--- config.mk ---
export PLATFORM = sky130hd
export DESIGN_NAME = eaq_cordic_cell
export DESIGN_NICKNAME = d
export VERILOG_FILES = /design/src/rtl/core/euler_angles_to_quaternion_assert.svh /design/src/rtl/core/eaq_pkg.sv /design/src/rtl/core/eaq_cordic_cell.sv
export SDC_FILE = /design/constraint.sdc
export NUM_CORES = 1
export LEC_CHECK = 0
export ABC_CLOCK_PERIOD_IN_PS = 7400
export BUFFER_PORTS_ARGS = -buffer_cell sky130_fd_sc_hd__buf_2
export CORE_ASPECT_RATIO = 1.4
export CORE_MARGIN = 2
export CORE_UTILIZATION = 40
export DETAILED_ROUTE_END_ITERATION = 7
export GPL_TIMING_DRIVEN = 0
export SLEW_MARGIN = 0
export SYNTH_ARGS = -nofsm -noshare
export SYNTH_HDL_FRONTEND = slang
export SYNTH_SLANG_ARGS = --single-unit
--- constraint.sdc ---
create_clock -name aclk -period 7.4 [get_ports aclk]
set_clock_uncertainty 0.1 [all_clocks]
set_input_delay 1.11 -clock aclk [delete_from_list [all_inputs] [get_ports aclk]]
set_output_delay 1.11 -clock aclk [all_outputs]
set_load 0.03 [all_outputs]
--- src/rtl/core/euler_angles_to_quaternion_assert.svh ---
// assertion macros for the euler angles to quaternion block
// used by the top level; expects aclk and aresetn in scope
`ifndef EULER_ANGLES_TO_QUATERNION_ASSERT_SVH
`define EULER_ANGLES_TO_QUATERNION_ASSERT_SVH
`ifndef SYNTH
`define EAQ_ASSERT(label, prop) \
    label: assert property (@(posedge aclk) disable iff (!aresetn) prop) \
        else $error("eaq assertion failed");
`define EAQ_ASSERT_RST(label, prop) \
    label: assert property (@(posedge aclk) prop) \
        else $error("eaq reset assertion failed");
`else
`define EAQ_ASSERT(label, prop)
`define EAQ_ASSERT_RST(label, prop)
`endif
`endif

--- src/rtl/core/eaq_pkg.sv ---
// shared types and constants for the euler angles to quaternion block
// no dependencies
`timescale 1ns / 1ps
package eaq_pkg;

    localparam int ZW = 33;
    localparam int ATAN_ENTRIES = 24;

    localparam logic signed [ZW-1:0] KGAIN = 33'sd652032874;
    localparam logic signed [ZW-1:0] TURN_HALF = 33'sd2147483648;
    localparam logic signed [ZW-1:0] TURN_QUARTER = 33'sd1073741824;
    localparam logic [31:0] DEG_SCALE = 32'd46603;
    localparam logic [40:0] RECIP45 = 41'd1491308;
    localparam logic [19:0] DIV45 = 20'd45;
    localparam logic [19:0] SCALE_REM = 20'd17;
    localparam logic [19:0] ROUND_BIAS = 20'd22;

    localparam logic [31:0] ATAN_TBL [ATAN_ENTRIES] = '{
        32'd536870912, 32'd316933406, 32'd167458907, 32'd85004756,
        32'd42667331, 32'd21354465, 32'd10679838, 32'd5340245,
        32'd2670163, 32'd1335087, 32'd667544, 32'd333772,
        32'd166886, 32'd83443, 32'd41722, 32'd20861,
        32'd10430, 32'd5215, 32'd2608, 32'd1304,
        32'd652, 32'd326, 32'd163, 32'd81
    };

    typedef struct packed {
        logic signed [ZW-1:0] x;
        logic signed [ZW-1:0] y;
        logic signed [ZW-1:0] z;
        logic                 flip;
    } cordic_t;

endpackage

--- src/rtl/core/eaq_cordic_cell.sv ---
// one rotation stage of the cordic chain
// depends on eaq_pkg
`timescale 1ns / 1ps
module eaq_cordic_cell
    import eaq_pkg::*;
#(
    parameter int IDX = 0
) (
    input  logic    aclk,
    input  logic    en,
    input  cordic_t din,
    output cordic_t dout
);

    localparam logic signed [ZW-1:0] STEP = $signed({1'b0, ATAN_TBL[IDX]});

    cordic_t cell_reg;
    cordic_t cell_next;

    always_comb begin
        cell_next.flip = din.flip;
        if (din.z >= 0) begin
            cell_next.x = din.x - (din.y >>> IDX);
            cell_next.y = din.y + (din.x >>> IDX);
            cell_next.z = din.z - STEP;
        end else begin
            cell_next.x = din.x + (din.y >>> IDX);
            cell_next.y = din.y - (din.x >>> IDX);
            cell_next.z = din.z + STEP;
        end
    end

    always_ff @(posedge aclk) begin
        if (en) begin
            cell_reg <= cell_next;
        end
    end

    assign dout = cell_reg;

endmodule

=== Word-level counts from Yosys, hierarchy flattened ===
Cells that the tools add are included.

* $add $sub $neg: 5
* Magnitude comparators: 1
* Multiplexer cells: 1

{| class="wikitable"
|+ Operators by type and width
! cell !! count
|-
| 99-bit two-way mux || 1
|-
| 33-bit subtractor || 2
|-
| 33-bit by 31-bit adder with 33-bit output, second input constant || 1
|-
| 33-bit adder || 1
|-
| 33-bit by 1-bit >= comparator with 1-bit output, second input constant || 1
|-
| 33-bit by 31-bit subtractor with 33-bit output, second input constant || 1
|}

* Register bits: 100
* Input bits: 102

=== Longest topological paths before layout ===
Gate-level depths: netlist of run 1.

* Depth in word-level cells: 2
* Gate-level depth with buffers: 13

=== Least setup slack after synthesis of run 1 ===
Ideal clock, no wire load.

* Path type: input to register
* Start: input port din[34] in the netlist's numbering
* End: register cell_reg (netlist bit dout[58]) (data pin)
* Library setup time: 260 ps
* Data arrival time: 3557 ps
* Setup slack: 3483 ps
* Stages: 11
* Path through: ha_1 -> fa_1 -> nor2b_1 -> o311ai_1 -> a21oi_2 -> a221oi_2 -> o31ai_1 -> a2111oi_0 -> nor3_1 -> o21ai_0 -> xnor2_1

{| class="wikitable"
|+ RTL lines
! item !! line !! text
|-
| from (decl) || eaq_cordic_cell.sv:11 || <nowiki>input cordic_t din,</nowiki>
|-
| to (signal assigned) || eaq_cordic_cell.sv:35 || <nowiki>cell_reg <= cell_next;</nowiki>
|-
| to (decl) || eaq_cordic_cell.sv:17 || <nowiki>cordic_t cell_reg;</nowiki>
|}

==> flow_summary.ini, run 1 <==
[timing]
fmax_ghz = 0.217
period_share_pct = 62.2
worstMarginPinSlew_ns = 1.05
min_period_ns = 4.60
finalSetupViolations = 0
fin_ws_ns = 2.80
final.setup.tns_ns = 0
slew-limit-headroom_pct = 30.2
slew_viol_final = 0
rsz0062_at_grt = no
hold_viol = 0

[placed_design]
portBuffers = 201
dpl_cell_area_sq_um = 10400
dp_hpwl_um = 24000
preCtsSetupSlack_ns = 2.44
dp_cells = 1483
place.gp.congestion = 0.963

[floorplanning]
die_y_um = 181
dieWidth_um = 130
die_area_sq_um = 23600
core-area_sq_um = 21900
num_rows = 64
io_pins = 202
start_util_pct = 40.8

[setup_path]
max_stage_delay_ns = 0.96
worst_ep_required_time_ns = 7.41
path_class = input pin to flop
worst-path-buf-inv = 2
cp_max_fo = 5
critPathArrivalTime_ns = 4.60
critPathLaunchType = input pin
path_cells = buf_2 -> inv_1 -> ha_1 -> nor2b_1 -> o21ai_0 -> a21boi_0 -> o21ai_0 -> a21oi_1 -> a2111oi_0 -> o211a_1 -> a21oi_1 -> xor2_1
cp_slowest_cell = a2111oi_0
critPathCaptureType = flop
crit_family = compound AO/OA/AOI/OAI gates

[synthesis]
ys_seq_elements = 99
yosys-top-cells-area = edfxtp_1, ha_1, a21oi_1
syn_area_sq_um = 8960
netlist-cell-type-count = 74
synth_edf_count = 99
synthArstFlopShare_pct = 0
yosys_warnings = 0
ys_dominant_reg_cell = edfxtp_1
netlist_instances = 984
postSynthAreaPerCell_sq_um = 9.10
synthDominantCellAreaShare_pct = 33.2
syn-num-nets = 1197
yosys.area.top_type = edfxtp_1
yosysSeqAreaShare_pct = 33.2

[detailed_routing]
drtPass1Iterations = 5
drt_iter0_markers = 523
routedWlPerCell_um = 20.0
vias_per_cell = 5.45
ant_nets = 0
route.detailed.drc = 0
via_count = 8175
routed_wl_um = 30000

[global_route]
grt_pass1_wl_um = 45300
grt_pass1_vias = 8182
grt_overflow = 0
grt_util_all_layers_pct = 25.3
antenna_found_initial = 1
grt_max_degree = 78

[clocking]
ctsHoldBuffers = 0
cts.sinks = 99
clk_path_buf_depth = 2
numCtsBuffers = 9
clk_pin_slew_ns = 0.08
ctsResizeCount = 0
cts_tree = done
cts_setup_buffers = 0
h-tree-depth = 3
cts_root_buffer = clkbuf_16

[final_layout]
final_common_cell = buf_2
layout.cells.non_filler = 1500
final_area_sq_um = 10700
largest_register_ffs = 99
drive_above_1_share_pct = 21.1
areaGrowthSynthToFinish_pct = 19.3
final_cell_mix = buf_2, a21oi_1, ha_1
fin_nets = 1410

[pwr]
powerDensity_nw_per_um2 = 196
power.switching_w = 0.000826
ir_drop_mv = 0.133
combPwrFrac_pct = 40.5
p_seq_share_pct = 35.3
p_leak_nw = 4.79
internal_power_w = 0.00127
sw_frac_of_total_pct = 39.4
p_clk_share_pct = 24.2

[hold_path]
hp-class = input pin to flop

[outcome]
status = finished, final reports clean

[run]
maxCapViolCount = 0
final cells by class:
type | count | area (sq um)
inverter | 98 | 368
buffer | 45 | 292
sequential | 99 | 2970
clock inverter | 7 | 96.3
tap | 297 | 372
timing repair buffer | 202 | 1040
multi-input combinational | 742 | 5320
fill | 2227 | 11300
clock buffer | 9 | 225
antenna | 1 | 2.50
per-stage QoR:
stage | utilization (%) | hold slack (ns) | power (W)
6_report | 48.7 | 0.823 | 0.00210
5_1_grt | 48.7 | 0.816 | 0.00220
4_1_cts | 48.7 | 0.812 | 0.00211
3_5_place_dp | 47.2 | 1.19 | 0.00160
3_3_place_gp | 47.1 | 1.19 | 0.00160
2_1_floorplan | - | 1.11 | 0.00132
power groups by stage:
stage	Combinational, W	Clock [W]	Sequential (W)
2_1_floorplan	0.000402	0	0.000919
3_3_place_gp	0.000840	0	0.000756
3_5_place_dp	0.000843	0	0.000755
4_1_cts	0.000846	0.000518	0.000742
5_1_grt	0.000915	0.000535	0.000750
6_report	0.000849	0.000508	0.000742
layer usage:
metal  vias to the layer above  wire length [um]  GRT usage [%]
met5                         -                 0              0
met4                         0              1500           13.0
met3                        79              1410           3.11
met2                       305             15200           44.6
met1                      3839             11900           29.6
li1                       3952                 -              -
Yosys cell counts (all sizes together), types with 12 or more instances:
library cell,number
clkbuf,33
o21bai,21
edfxtp,99
ha,107
mux2i,14
a21oi,122
nand3,13
a21o,30
xnor2,54
nand2,46
nor2,84
buf,12
a211oi,13
o21ai,59
nor2b,15
nor3,21
inv,91
logic make-up after synthesis:
group / count (synthesis) / share of synthesized area (%)
buffers and inverters: 143 / 7.36
AO/OA/AOI/OAI: 330 / 24.0
XOR/XNOR: 64 / 6.26
AND/OR/NAND/NOR: 223 / 11.8
flip-flops: 99 / 33.2
adder cells (fa/ha/maj): 111 / 15.8
multiplexers: 14 / 1.56
final timing paths:
| check | from | endpoint | slack, ns | cells after the start |
|---|---|---|---|---|
| setup / recovery | din[35] | dout[65]$_DFFE_PP_ | 2.80 | 12 |
| hold / removal | din[23] | dout[23]$_DFFE_PP_ | 0.82 | 1 |
Note: power is estimated with default switching activity, not from simulation.
==> inputs of run 2 (changes only) <==
Settings changed: ABC_CLOCK_PERIOD_IN_PS 7400 to 4100.
Clock period 7.4 ns to 4.1 ns, I/O delays scaled along.
==> flow_summary.ini, run 2 (same netlist as run 1, synthesis figures left out) <==
[outcome]
status = finished, final reports clean

[setup_path]
critPathArrivalTime_ns = 3.97
crit_family = compound AO/OA/AOI/OAI gates
cp_slowest_cell = o31ai_1
worst_ep_required_time_ns = 4.10
path_class = input pin to flop
worst-path-buf-inv = 4
path_cells = buf_2 -> inv_1 -> ha_1 -> clkbuf_1 -> inv_1 -> nor3_1 -> o21ai_0 -> nand3_1 -> a31oi_1 -> o31ai_1 -> a2111oi_0 -> a21o_1 -> xnor2_1
cp_max_fo = 10
critPathLaunchType = input pin
critPathCaptureType = flop
crit_top_cell = inv_1
max_stage_delay_ns = 0.57

[timing]
fin_ws_ns = 0.136
min_period_ns = 3.96
worstMarginPinSlew_ns = 1.05
hold_viol = 0
rsz0062_at_grt = no
slew-limit-headroom_pct = 29.7
final.setup.tns_ns = 0
period_share_pct = 96.7
slew_viol_final = 0
whs_ns = 0.327
finalSetupViolations = 0
fmax_ghz = 0.252

[final_layout]
fin_util_pct = 48.8
drive_above_1_share_pct = 21.3
largest_register_ffs = 99
areaGrowthSynthToFinish_pct = 19.6
final_cell_mix = buf_2, a21oi_1, ha_1
fillers = 2224
layout.cells.non_filler = 1500
final_common_cell = buf_2
fin_nets = 1410

[global_route]
grt_util_all_layers_pct = 25.3
grt_overflow = 0
antenna_found_initial = 1
grt_max_degree = 78
grt_pass1_wl_um = 45300
grt_pass1_vias = 8182

[clocking]
ctsHoldBuffers = 0
cts_tree = done
h-tree-depth = 3
clk_path_buf_depth = 2
numCtsBuffers = 9
clk_pin_slew_ns = 0.08
cts.sinks = 99
cts_root_buffer = clkbuf_16

[floorplanning]
die_y_um = 181
io_pins = 202
dieWidth_um = 130
die_area_sq_um = 23600
num_rows = 64
core-area_sq_um = 21900
start_util_pct = 40.8

[pwr]
internal_power_w = 0.00230
combPwrFrac_pct = 40.5
p_seq_share_pct = 35.3
power.switching_w = 0.00150
sw_frac_of_total_pct = 39.4
p_clk_share_pct = 24.2
powerDensity_nw_per_um2 = 354
ir_drop_mv = 0.240
p_leak_nw = 4.79

[detailed_routing]
ant_nets = 0
via_count = 8196
drt_iter0_markers = 494
vias_per_cell = 5.46
routed_wl_um = 30100
routedWlPerCell_um = 20.0
drtPass1Iterations = 6
route.detailed.drc = 0

[placed_design]
place.gp.congestion = 0.963
preCtsSetupSlack_ns = -0.365
dp_hpwl_um = 24000
portBuffers = 201
dp_cells = 1483

[run]
maxCapViolCount = 0

[hold_path]
hp-class = input pin to flop
[run 2: cell counts in the layout (fill, tap and decap cells not counted)]
No cell type changed its count.
[run 2: worst paths after layout]
path / start / endpoint / slack, ns / cells after the start
setup / recovery: din[46] / dout[64]$_DFFE_PP_ / 0.14 / 13
hold / removal: din[23] / dout[23]$_DFFE_PP_ / 0.33 / 1
[run 2: cell type report]
type	instances	area (sq um)	share of cell area (%)
multi-input cells	742	5350	49.9
clock buffers	9	225	2.10
clock inverters	7	96.3	0.899
flip-flops and latches	99	2970	27.8
diodes	1	2.50	0.0234
plain buffers	45	292	2.72
repair buffers	202	1040	9.67
well taps	297	372	3.47
inverters	98	368	3.43
[run 2: repair_timing]
| action | 4_1_cts | 5_1_grt |
|---|---|---|
| resized for setup | 0 | 4 |
| setup buffers | 0 | 0 |
| setup endpoints to repair | 0 | 8 |
| hold endpoints to repair | 0 | 0 |
[run 2: power by group through the flow]
stage,combinational (W),sequential [W],clock (W)
final,0.00154,0.00134,0.000919
after global routing,0.00166,0.00135,0.000965
after CTS,0.00153,0.00134,0.000934
after detailed placement,0.00152,0.00136,0
after global placement,0.00152,0.00136,0
after floorplan,0.000726,0.00166,0
[run 2: metal layers]
metal  vias to the layer above  track usage (%)  wire [um]
met2                       329             44.6      15200
met3                        78             3.11       1520
met1                      3829             29.6      11800
met5                         -                0          0
met4                         0             13.0       1470
li1                       3960                -          -
[run 2: per-stage QoR]
step / total power [W] / cell area [sq um]
6_report: 0.00380 / 10700
5_1_grt: 0.00397 / 10700
4_1_cts: 0.00380 / 10700
3_5_place_dp: 0.00288 / 10400
3_3_place_gp: 0.00288 / 10300
2_1_floorplan: 0.00238 / 8960
